## src/rtl/ihs_pkg.sv

```systemverilog
// Shared types and constants for the indirect-key heapsort unit.
// No dependencies; imported by every module of the block.
`default_nettype none

package ihs_pkg;

   localparam int IHS_MAX_ITEMS = 64;
   localparam int IDX_W         = 31;
   localparam int KEY_W         = 31;

   typedef struct packed {
      logic [IDX_W-1:0] idx;
      logic [KEY_W-1:0] key;
   } pair_type;

   typedef struct packed {
      logic [IDX_W-1:0] entry_index;
      logic [KEY_W-1:0] sort_key;
      logic             set_end;
   } req_type;

   typedef struct packed {
      logic [IDX_W-1:0] sorted_index;
      logic [KEY_W-1:0] sorted_key;
      logic             run_end;
      logic             overflow;
   } rsp_type;

   typedef enum logic [3:0] {
      ST_LOAD,
      ST_PRE_RD,
      ST_PRE_CMP,
      ST_PRE_WR2,
      ST_BUILD,
      ST_ROOT_RD,
      ST_ROOT_SWAP,
      ST_ROOT_WR2,
      ST_SORT,
      ST_SORT_RD,
      ST_SORT_TAIL,
      ST_SIFT_START,
      ST_SIFT_GRAB,
      ST_SIFT_CHILD,
      ST_SIFT_CMP,
      ST_EMIT
   } seq_state_type;

endpackage

`default_nettype wire

```

## src/rtl/ihs_sequencer.sv

```systemverilog
// Load counter, heapsort sequencer around two key comparators, and
// result strobe. Drives the pair store ports; depends on ihs_pkg.
`default_nettype none

module ihs_sequencer
   import ihs_pkg::*;
#(
   parameter int MAX_ITEMS = IHS_MAX_ITEMS,
   parameter int ADDR_W    = 6
) (
   input  wire logic              clock,
   input  wire logic              reset,
   input  wire logic              start,
   output logic                   busy,
   input  wire req_type           req_payload,
   output logic                   rsp_strobe,
   output rsp_type                rsp_payload,
   output logic                   wr_en,
   output logic [ADDR_W-1:0]      wr_addr,
   output pair_type               wr_data,
   output logic [ADDR_W-1:0]      rd_addr_a,
   output logic [ADDR_W-1:0]      rd_addr_b,
   input  wire pair_type          rd_data_a,
   input  wire pair_type          rd_data_b
);

   localparam int POS_W = $clog2(MAX_ITEMS + 1);

   seq_state_type    state_ff, state_in;
   seq_state_type    ret_ff, ret_in;
   logic [POS_W-1:0] count_ff, count_in;
   logic             ovf_ff, ovf_in;
   logic [POS_W-1:0] n_ff, n_in;
   logic [POS_W-1:0] m_ff, m_in;
   logic             even_ff, even_in;
   logic [POS_W-1:0] i_ff, i_in;
   logic [POS_W-1:0] pos_ff, pos_in;
   logic [POS_W-1:0] size_ff, size_in;
   logic [POS_W-1:0] k_ff, k_in;
   pair_type         moving_ff, moving_in;
   pair_type         top_ff, top_in;
   logic             rsp_valid_ff, rsp_valid_in;
   logic             rsp_end_ff, rsp_end_in;
   logic             rsp_ovf_ff, rsp_ovf_in;

   logic             accept;
   logic             full;
   logic [POS_W-1:0] n_new;
   logic             even_new;
   logic [POS_W-1:0] m_half;
   logic [POS_W-1:0] i_dec;
   logic [POS_W-1:0] k_inc;
   logic             last_emit;
   logic [POS_W:0]   left;
   logic [POS_W:0]   right;
   logic             leaf_stop;
   logic             b_wins;
   pair_type         pick;
   logic [POS_W:0]   pick_pos;
   logic             sift_stop;
   pair_type         load_pair;

   assign busy      = (state_ff != ST_LOAD);
   assign accept    = start && !busy;
   assign full      = (count_ff >= POS_W'(MAX_ITEMS));
   assign n_new     = full ? count_ff : count_ff + 1'b1;
   assign even_new  = !n_new[0];
   assign m_half    = m_ff >> 1;
   assign i_dec     = i_ff - 1'b1;
   assign k_inc     = k_ff + 1'b1;
   assign last_emit = (k_inc == n_ff);

   // key comparators: one compare, also used by the lone-leaf check, picks
   // the larger child, one decides whether the moving pair sinks further
   assign left      = {pos_ff, 1'b1};
   assign right     = left + 1'b1;
   assign leaf_stop = (left >= {1'b0, size_ff});
   assign b_wins    = (rd_data_a.key < rd_data_b.key);
   assign pick      = b_wins ? rd_data_b : rd_data_a;
   assign pick_pos  = b_wins ? right : left;
   assign sift_stop = (pick.key <= moving_ff.key);

   assign load_pair.idx = req_payload.entry_index;
   assign load_pair.key = req_payload.sort_key;

   // next state
   always_comb begin
      state_in = state_ff;
      unique case (state_ff)
         ST_LOAD: begin
            if (accept && req_payload.set_end) begin
               state_in = even_new ? ST_PRE_RD : ST_BUILD;
            end
         end
         ST_PRE_RD:     state_in = ST_PRE_CMP;
         ST_PRE_CMP:    state_in = b_wins ? ST_PRE_WR2 : ST_BUILD;
         ST_PRE_WR2:    state_in = ST_BUILD;
         ST_BUILD: begin
            if (i_ff != '0) begin
               state_in = ST_SIFT_START;
            end else begin
               state_in = even_ff ? ST_ROOT_RD : ST_SORT;
            end
         end
         ST_ROOT_RD:    state_in = ST_ROOT_SWAP;
         ST_ROOT_SWAP:  state_in = ST_ROOT_WR2;
         ST_ROOT_WR2:   state_in = ST_SIFT_START;
         ST_SORT:       state_in = (i_ff > POS_W'(1)) ? ST_SORT_RD : ST_EMIT;
         ST_SORT_RD:    state_in = ST_SIFT_START;
         ST_SORT_TAIL:  state_in = ST_SORT;
         ST_SIFT_START: state_in = ST_SIFT_GRAB;
         ST_SIFT_GRAB:  state_in = ST_SIFT_CHILD;
         ST_SIFT_CHILD: state_in = leaf_stop ? ret_ff : ST_SIFT_CMP;
         ST_SIFT_CMP:   state_in = sift_stop ? ret_ff : ST_SIFT_CHILD;
         ST_EMIT:       state_in = last_emit ? ST_LOAD : ST_EMIT;
         default:       state_in = ST_LOAD;
      endcase
   end

   // datapath registers
   always_comb begin
      ret_in       = ret_ff;
      count_in     = count_ff;
      ovf_in       = ovf_ff;
      n_in         = n_ff;
      m_in         = m_ff;
      even_in      = even_ff;
      i_in         = i_ff;
      pos_in       = pos_ff;
      size_in      = size_ff;
      k_in         = k_ff;
      moving_in    = moving_ff;
      top_in       = top_ff;
      rsp_valid_in = 1'b0;
      rsp_end_in   = rsp_end_ff;
      rsp_ovf_in   = rsp_ovf_ff;
      unique case (state_ff)
         ST_LOAD: begin
            if (accept) begin
               count_in = n_new;
               ovf_in   = ovf_ff | full;
               if (req_payload.set_end) begin
                  n_in    = n_new;
                  even_in = even_new;
                  m_in    = even_new ? n_new - 1'b1 : n_new;
                  i_in    = (even_new ? n_new - 1'b1 : n_new) >> 1;
                  k_in    = '0;
               end
            end
         end
         ST_PRE_CMP: begin
            moving_in = rd_data_a;
         end
         ST_BUILD: begin
            if (i_ff != '0) begin
               pos_in  = i_dec;
               size_in = m_ff;
               i_in    = i_dec;
               ret_in  = ST_BUILD;
            end else if (!even_ff) begin
               i_in = m_ff;
            end
         end
         ST_ROOT_SWAP: begin
            moving_in = rd_data_a;
         end
         ST_ROOT_WR2: begin
            pos_in  = '0;
            size_in = m_ff;
            i_in    = m_ff;
            ret_in  = ST_SORT;
         end
         ST_SORT_RD: begin
            top_in  = rd_data_a;
            pos_in  = '0;
            size_in = i_dec;
            ret_in  = ST_SORT_TAIL;
         end
         ST_SORT_TAIL: begin
            i_in = i_dec;
         end
         ST_SIFT_GRAB: begin
            moving_in = rd_data_a;
         end
         ST_SIFT_CMP: begin
            if (!sift_stop) begin
               pos_in = pick_pos[POS_W-1:0];
            end
         end
         ST_EMIT: begin
            rsp_valid_in = 1'b1;
            rsp_end_in   = last_emit;
            rsp_ovf_in   = ovf_ff;
            k_in         = k_inc;
            if (last_emit) begin
               count_in = '0;
               ovf_in   = 1'b0;
            end
         end
         default: begin
         end
      endcase
   end

   // pair store port control
   always_comb begin
      wr_en     = 1'b0;
      wr_addr   = '0;
      wr_data   = moving_ff;
      rd_addr_a = '0;
      rd_addr_b = '0;
      unique case (state_ff)
         ST_LOAD: begin
            wr_en   = accept && !full;
            wr_addr = count_ff[ADDR_W-1:0];
            wr_data = load_pair;
         end
         ST_PRE_RD: begin
            rd_addr_a = m_half[ADDR_W-1:0];
            rd_addr_b = m_ff[ADDR_W-1:0];
         end
         ST_PRE_CMP: begin
            wr_en   = b_wins;
            wr_addr = m_half[ADDR_W-1:0];
            wr_data = rd_data_b;
         end
         ST_PRE_WR2, ST_ROOT_WR2: begin
            wr_en   = 1'b1;
            wr_addr = m_ff[ADDR_W-1:0];
         end
         ST_ROOT_RD: begin
            rd_addr_b = m_ff[ADDR_W-1:0];
         end
         ST_ROOT_SWAP, ST_SORT_RD: begin
            wr_en   = 1'b1;
            wr_data = rd_data_b;
         end
         ST_SORT: begin
            rd_addr_b = i_dec[ADDR_W-1:0];
         end
         ST_SORT_TAIL: begin
            wr_en   = 1'b1;
            wr_addr = i_dec[ADDR_W-1:0];
            wr_data = top_ff;
         end
         ST_SIFT_START: begin
            rd_addr_a = pos_ff[ADDR_W-1:0];
         end
         ST_SIFT_CHILD: begin
            // a right child at the heap size still reads the stale copy there
            wr_en     = leaf_stop;
            wr_addr   = pos_ff[ADDR_W-1:0];
            rd_addr_a = left[ADDR_W-1:0];
            rd_addr_b = right[ADDR_W-1:0];
         end
         ST_SIFT_CMP: begin
            wr_en   = 1'b1;
            wr_addr = pos_ff[ADDR_W-1:0];
            wr_data = sift_stop ? moving_ff : pick;
         end
         ST_EMIT: begin
            rd_addr_a = k_ff[ADDR_W-1:0];
         end
         default: begin
         end
      endcase
   end

   always_ff @(posedge clock) begin
      if (reset) begin
         state_ff     <= ST_LOAD;
         count_ff     <= '0;
         ovf_ff       <= 1'b0;
         rsp_valid_ff <= 1'b0;
      end else begin
         state_ff     <= state_in;
         count_ff     <= count_in;
         ovf_ff       <= ovf_in;
         rsp_valid_ff <= rsp_valid_in;
      end
   end

   always_ff @(posedge clock) begin
      ret_ff     <= ret_in;
      n_ff       <= n_in;
      m_ff       <= m_in;
      even_ff    <= even_in;
      i_ff       <= i_in;
      pos_ff     <= pos_in;
      size_ff    <= size_in;
      k_ff       <= k_in;
      moving_ff  <= moving_in;
      top_ff     <= top_in;
      rsp_end_ff <= rsp_end_in;
      rsp_ovf_ff <= rsp_ovf_in;
   end

   assign rsp_strobe               = rsp_valid_ff;
   assign rsp_payload.sorted_index = rd_data_a.idx;
   assign rsp_payload.sorted_key   = rd_data_a.key;
   assign rsp_payload.run_end      = rsp_end_ff;
   assign rsp_payload.overflow     = rsp_ovf_ff;

endmodule

`default_nettype wire

```

## config.mk

```make
export PLATFORM = sky130hd
export DESIGN_NAME = ihs_sequencer
export DESIGN_NICKNAME = d
export VERILOG_FILES = /design/src/rtl/ihs_pkg.sv /design/src/rtl/ihs_sequencer.sv
export SDC_FILE = /design/constraint.sdc
export NUM_CORES = 1
export LEC_CHECK = 0
export BUFFER_PORTS_ARGS = -buffer_cell sky130_fd_sc_hd__buf_4
export CAP_MARGIN = 20
export CORE_AREA = 5 5 180 226
export CTS_BUF_LIST = sky130_fd_sc_hd__clkbuf_16
export DETAILED_ROUTE_END_ITERATION = 12
export DIE_AREA = 0 0 185 231
export GPL_TIMING_DRIVEN = 0
export PLACE_DENSITY = 0.54
export SETUP_SLACK_MARGIN = 0.4
export SYNTH_ARGS = -nofsm -noshare
export SYNTH_HDL_FRONTEND = slang
export SYNTH_SLANG_ARGS = --single-unit
```

## constraint.sdc

```tcl
create_clock -name clock -period 5.7 [get_ports clock]
set_clock_uncertainty 0.1 [all_clocks]
set_input_delay 1.14 -clock clock [delete_from_list [all_inputs] [get_ports clock]]
set_output_delay 1.14 -clock clock [all_outputs]
set_load 0.01 [all_outputs]
```

## After elaboration in Yosys (flattened, before gate mapping)

Cells that the tools add are included.

| word-level totals | value |
|---|---|
| register bits | 186 |
| input bits | 190 |

| operators by class | value |
|---|---|
| add/sub/neg operators | 5 |
| magnitude comparators | 5 |
| eq/ne operators | 23 |
| muxes and demuxes | 42 |
| bitwise operators | 1 |
| reductions and logical operators | 26 |

Operators with widths:

| cell | number |
|---|---|
| 62-bit case mux with 4 select lines | 1 |
| 62-bit two-way mux | 2 |
| 7-bit two-way mux | 14 |
| 4-bit case mux with 15 select lines | 1 |
| 7-bit case mux with 3 select lines | 2 |
| 4-bit == test (second input constant) | 8 |
| 31-bit <= comparator | 1 |
| 31-bit less-than comparator | 1 |
| 6-bit case mux with 5 select lines | 1 |
| 4-bit two-way mux | 7 |
| 7-bit case mux with 2 select lines | 2 |
| 7-bit case mux with 4 select lines | 1 |
| 6-bit case mux with 4 select lines | 1 |
| 7-bit by 1-bit adder with 7-bit output (second input constant) | 3 |
| 6-bit case mux with 3 select lines | 1 |
| 4-bit by 3-bit == test with 1-bit output (second input constant) | 4 |
| 7-bit by 1-bit subtractor with 7-bit output (second input constant) | 2 |
| 2-bit inequality test (second input constant) | 6 |
| 4-bit case mux with 3 select lines | 1 |
| 3-bit AND reduction | 4 |
| 3-bit two-way mux | 3 |
| 4-bit by 2-bit == test with 1-bit output (second input constant) | 2 |
| 8-bit by 7-bit greater-or-equal comparator with 1-bit output | 1 |
| 4-bit nonzero test | 2 |
| 20 further kinds | 31 |

## Logic depth before layout (Yosys ltp)

Gate-level depths: netlist of the first run.

| depth | value |
|---|---|
| depth after elaboration | 7 |
| depth in mapped cells | 20 |

## Worst setup path after synthesis of the first run

No wires, ideal clock.

| timing | value |
|---|---|
| kind | input to output |
| from | input rd_data_b[4] (netlist bit) |
| to | output wr_data[40] (netlist bit) |
| data arrival time | 4,804 ps |
| path slack | -344 ps |
| cell stages on the path | 18 |
| buffers on the path | 2 |
| cell sequence | inv_1 ha_1 a21o_1 a211oi_2 o31ai_1 o2111ai_1 nand4b_2 buf_6 mux2_4 ha_1 a21oi_1 o21ai_1 a221o_1 o31ai_2 a21oi_2 a21oi_1 clkbuf_1 o211ai_1 |

RTL lines:

| element | RTL line | text |
|---|---|---|
| start: declaration | ihs_sequencer.sv:24 | `input wire pair_type rd_data_b` |
| end: declaration | ihs_sequencer.sv:20 | `output pair_type wr_data,` |

==> flow_summary.ini, run 1 <==
[routing]
vias = 10900
drt-pass1-iter-count = 5
wl_per_cell_um = 22.1
dr.first_iter.drc_count = 761
vias_per_cell = 5.26
ant_nets = 0
drt-total-wl_um = 45800
drc = 0

[clock_tree]
clkSinkCount = 185
clock_latency_ps = 460
cts_buffers = 17
cts_root_buf = clkbuf_16
tritoncts = yes
htreeDepth = 4
clkSlewWorstSetupHoldPaths_ps = 80
cts_max_path_buffers = 2

[power_and_ir_drop]
peakVddDrop_uv = 195
powerDensity_mw_per_mm2 = 429
p_clk_frac = 0.178
leakage_nw = 7.13
p_int_mw = 4.30
combPwrFrac = 0.567
seqPwrFrac = 0.255
switching_share = 0.414
power_switching_mw = 3.04

[logic_synthesis]
synth.top_cell.area_share = 0.428
ys_warn_count = 0
syn_area_per_cell_um2 = 10.3
synthesis.nets = 1436
async_flop_share = 0
synth_edf_count = 172
synth_area_mm2 = 0.0121
yosysSeqAreaShare = 0.450
synthCells = 1172
yosys.area.top_type = edfxtp_1
ys_top_cells_by_area = edfxtp_1 43%, ha_1 7.7%, a22oi_1 4.7%
synth_ff_type = edfxtp_1
ys_seq_elements = 185
synth_cell_types = 76

[final_layout]
area_growth_pct = 41.8
utilization = 0.444
drive_gt1_frac = 0.381
final_cell_mix = 412 x buf_4, 172 x edfxtp_1, 116 x nand2_1
mostFrequentLayoutCell = buf_4
layout.nets = 1822

[timing]
period_minus_slack_ps = 6780
relSlewSlack = 0.262
fmax_mhz = 147
worst_pin_slew_ps = 1100
final_min_period_over_clock_period = 1.19
fin_ws_ps = -1080
finalSetupTns_ps = -63420
slew_violations = 0
setup_viol = 62
finalHoldViolations = 0
rsz0062_at_grt = yes

[worst_setup_path]
crit_path_frequent_cell = buf_4
slowest_delay_ps = 390
startpoint_type = input port
critPathTopFamily = buffers and inverters
path_class = input port to output port
cpMaxStageDelayCell = o31ai_4
end_kind = output port
cp_cell_sequence = buf_4 > inv_1 > ha_4 > nand4_1 > o31ai_4 > o2111ai_4 > nand4b_4 > buf_12 > buf_16 > mux2_4 > ha_4 > nand4_1 > buf_4 > nor4_4 > buf_4 > nor2b_4 > o41ai_4 > a21oi_4 > buf_12 > a21oi_4 > buf_12 > buf_8 > o211ai_1 > buf_4
cp_data_arrival_time_ps = 5540
cp_max_fo = 5
critPathBufInv = 10
worstPathRequired_ps = 4460

[global_route]
grt_start_max_net_pins = 46
antenna_found_initial = 2
gr-usage-all-layers = 0.206
grt_pass1_vias = 11100
grt_overflow_total = 0
grt_pass1_wl_um = 67300

[die]
rows = 81
die_h_um = 231
die-area_mm2 = 0.0427
die_x_um = 185
coreArea_mm2 = 0.0385
start_util = 0.313
pin_count = 337

[run_status]
status = finished, violations left
violations = setup timing

[place]
gp_congestion = 0.924
portBuffers = 336
hpwl_um = 34700

[run]
maxCapViolations = 0

[hold_path]
hold_path_class = flop to flop
final timing paths:
path / to / slack (ps) / start / cells after the start
worst max-delay path: wr_data[31] / -1080 / rd_data_b[8] / 24
worst min register to register: rsp_ovf_ff$_DFFE_PP_ / 340 / ovf_ff$_SDFFE_PP0P_ / 0
worst min-delay path: rsp_ovf_ff$_DFFE_PP_ / 340 / ovf_ff$_SDFFE_PP0P_ / 0
worst max register to register: state_ff[2]$_SDFFE_PP0P_ / 2500 / pos_ff[4]$_DFFE_PP_ / 6
state kept, by name (all words and copies together) (netlist names), 3 cells and up:
| signal | cells |
|---|---|
| moving_ff | 62 |
| top_ff | 62 |
| count_ff | 7 |
| i_ff | 7 |
| k_ff | 7 |
| m_ff | 7 |
| n_ff | 7 |
| pos_ff | 7 |
| size_ff | 7 |
| state_ff | 4 |
| ret_ff | 3 |
cells by family (layout without fill, tap and decap cells):
family | count (synthesis) | count (layout) | share of synthesized area
and+or+nand+nor | 273 | 273 | 0.106
DFF | 185 | 185 | 0.450
adders and majority gates | 74 | 74 | 0.0767
muxes | 38 | 38 | 0.0431
other | 1 | 3 | 0.000311
xor gates and xnor gates | 30 | 30 | 0.0229
AOI/OAI and AO/OA | 331 | 331 | 0.203
buffers and inverters | 240 | 639 | 0.0983
worst reg2reg max path, delay by kind of cell, from the launching register on:
| family | cells | cell delay (ps) |
|---|---|---|
| flops | 1 | 570 |
| fa+ha+maj | 1 | 290 |
| simple gates | 2 | 790 |
| compound gates | 3 | 1360 |
power by group through the flow:
stage | Combinational (mW) | Clock [mW] | Sequential, mW
after floorplan | 2.09 | 0 | 1.86
after global placement | 3.81 | 0 | 1.92
after detailed placement | 3.84 | 0 | 1.90
after CTS | 4.03 | 1.34 | 1.87
after global routing | 4.47 | 1.38 | 1.89
final | 4.16 | 1.30 | 1.87
synthesized netlist by cell type, drive strengths merged (6+ instances only):
cell type,count
or3,6
o21ai,40
nand3,27
o211ai,39
nand2b,6
o31ai,6
a22oi,75
o21a,6
nand2,117
a21boi,7
nor3,9
a21oi,47
mux2i,7
inv,117
nand4,14
mux2,31
ha,74
a32oi,33
edfxtp,172
xnor2,21
clkbuf,43
a221o,35
nor2,64
xor2,8
dfxtp,13
buf,80
area by class of cell:
cell class	count	area, µm²
plain buffers	123	933
fillers	3795	21400
clock buffers	17	425
well taps	498	623
clock inverters	15	203
diodes	2	5.00
repair buffers	367	2980
inverters	117	449
flip-flops and latches	185	5430
multi-input cells	747	6080
per-stage QoR:
stage          power (mW)  worst slack, ps  std cells  hold WS (ps)  instance area [µm²]
2_1_floorplan        3.95             -146       1172           309                12300
3_3_place_gp         5.73            -1790       2006           318                15400
3_5_place_dp         5.74            -1820       2010           322                15500
4_1_cts              7.24            -1080       2061           340                16800
5_1_grt              7.74            -1240       2071           367                17100
6_report             7.34            -1080       2071           339                17100
timing repair:
item	in CTS	in global routing
setup endpoints to repair	70	69
setup buffers	16	6
hold buffers	0	0
pin swaps	12	12
cloned	3	2
resized for setup	62	39
layer usage:
metal | track usage | routed length, µm | vias up
met5 | 0 | 0 | -
met2 | 0.372 | 24300 | 319
met4 | 0.0663 | 1010 | 0
met3 | 0.0320 | 1980 | 51
li1 | - | - | 5142
met1 | 0.250 | 18500 | 5378
Power figures use the tool's default switching activity.
==> run 2, diff against run 1 <==
--- a/config.mk
+++ b/config.mk
@@ -14,6 +14,7 @@
 export GPL_TIMING_DRIVEN = 0
 export PLACE_DENSITY = 0.54
 export SETUP_SLACK_MARGIN = 0.4
+export SKIP_LAST_GASP = 1
 export SYNTH_ARGS = -nofsm -noshare
 export SYNTH_HDL_FRONTEND = slang
 export SYNTH_SLANG_ARGS = --single-unit
==> run 2 against run 1 <==
The flow still finishes with violations (setup timing). Critical path depth decreased by 1. Global-route usage about the same. Die area unchanged. Highest routed layer unchanged. Non-clock buffer count increased by 8. Sequential share of layout area decreased by 0.067 points. First-iteration DRC count increased by 12%. Register-to-register slack about the same. Sequential power about the same. Final cell count increased by 0.43%.
==> flow_summary.ini, run 2 (synthesis results as in run 1) <==
[run_status]
status = finished, violations left
violations = setup timing

[routing]
drt-pass1-iter-count = 6
drc = 0
vias = 11000
drt-total-wl_um = 46100
wl_per_cell_um = 22.2
vias_per_cell = 5.28
ant_nets = 0
dr.first_iter.drc_count = 850

[global_route]
grt_start_max_net_pins = 46
grt_pass1_wl_um = 67300
antenna_found_initial = 3
gr-usage-all-layers = 0.206
grt_overflow_total = 0
grt_pass1_vias = 11200

[die]
die_x_um = 185
die_h_um = 231
coreArea_mm2 = 0.0385
start_util = 0.313
rows = 81
die-area_mm2 = 0.0427
pin_count = 337

[timing]
hold-worst-slack_ps = 339
fin_ws_ps = -1180
relSlewSlack = 0.265
slew_violations = 0
finalHoldViolations = 0
period_minus_slack_ps = 6880
setup_viol = 62
worst_pin_slew_ps = 1090
fmax_mhz = 145
final_min_period_over_clock_period = 1.21
rsz0062_at_grt = yes

[power_and_ir_drop]
total_power_mw = 7.31
peakVddDrop_uv = 196
powerDensity_mw_per_mm2 = 426
leakage_nw = 7.16

[worst_setup_path]
r2r_start = pos_ff[4]$_DFFE_PP_
worstPathRequired_ps = 4460
critPathLaunch = rd_data_a[22]
path_class = input port to output port
cp_max_fo = 9
end_kind = output port
startpoint_type = input port
cp_data_arrival_time_ps = 5640

[final_layout]
layout.nets = 1830
reg_top3 = moving_ff (62), top_ff (62)
final_cell_mix = 418 x buf_4, 172 x edfxtp_1, 116 x nand2_1
drive_gt1_frac = 0.383
utilization = 0.445
fillers = 3807
area_growth_pct = 42.1
final_area_mm2 = 0.0172
mostFrequentLayoutCell = buf_4

[place]
portBuffers = 336
hpwl_um = 34700
gp_congestion = 0.924
pre_cts_ws_ps = -1820
place_area_mm2 = 0.0155

[clock_tree]
clkSinkCount = 185
hold_buffers = 0
cts_root_buf = clkbuf_16
tritoncts = yes
htreeDepth = 4
clock_latency_ps = 460
cts_buffers = 17
clkSlewWorstSetupHoldPaths_ps = 80
cts_max_path_buffers = 2

[hold_path]
hold_path_class = flop to flop
hold_start = ovf_ff$_SDFFE_PP0P_

[run]
maxCapViolations = 0
-- run 2: cell count changes in the layout (fill, tap and decap cells not counted), moves of 2 or more --
cell,change
inv_1,-3
a32oi_1,+2
buf_6,+5
a32oi_2,-2
clkbuf_4,-3
buf_8,+3
clkbuf_16,-2
inv_4,+4
buf_4,+6
-- run 2: layout make-up --
class	count	area (µm²)	share of cell area
antenna	3	7.51	0.000438
buffer	123	928	0.0541
clock buffer	17	425	0.0248
clock inverter	15	203	0.0118
inverter	117	459	0.0268
multi-input combinational	747	6060	0.353
sequential	185	5430	0.316
tap	498	623	0.0363
timing repair buffer	375	3030	0.176
-- run 2: metal layers --
layer	GRT usage	wire [µm]	vias up
met3	0.0325	2240	40
li1	-	-	5155
met2	0.373	24600	351
met1	0.249	18400	5445
met4	0.0652	879	0
met5	0	0	-
-- run 2: power by group --
group | internal, mW | switching (mW)
clock | 0.677 | 0.631
sequential | 1.75 | 0.125
combinational | 1.84 | 2.28
total | 4.27 | 3.04
-- run 2: worst paths after layout --
check / end / slack, ps / cells after the start
setup / recovery: wr_data[26] / -1180 / 23
hold / removal: rsp_ovf_ff$_DFFE_PP_ / 340 / 0
setup reg to reg: state_ff[2]$_SDFFE_PP0P_ / 2500 / 6
hold reg to reg: rsp_ovf_ff$_DFFE_PP_ / 340 / 0
-- run 2: through the flow --
step,TNS (ps),cells
after floorplan,-8000,1172
after global placement,-155830,2006
after detailed placement,-99340,2010
after CTS,-64030,2061
after global routing,-77420,2080
final,-69080,2080
-- run 2: critical path, stage by stage --
cell and delay (ps):
buf_4 140, ha_4 240, nand4_1 130, nor2_2 60, a221o_1 360, o21ai_2 220, nand4b_4 210, buf_12 190
buf_16 140, mux2_4 320, ha_4 280, nand4_1 120, buf_4 180, nor4_4 320, nor2b_4 230, o41ai_4 80
buf_4 160, a31o_1 220, buf_8 160, buf_4 140, buf_6 120, a221o_1 310, buf_4 150
-- run 2: repair_timing --
| action | CTS | global route |
|---|---|---|
| hold endpoints to repair | 0 | 0 |
| gates cloned | 3 | 2 |
| gates resized for setup | 50 | 62 |
| setup endpoints to repair | 70 | 69 |
| pin swaps | 12 | 49 |
| buffers inserted | 16 | 14 |
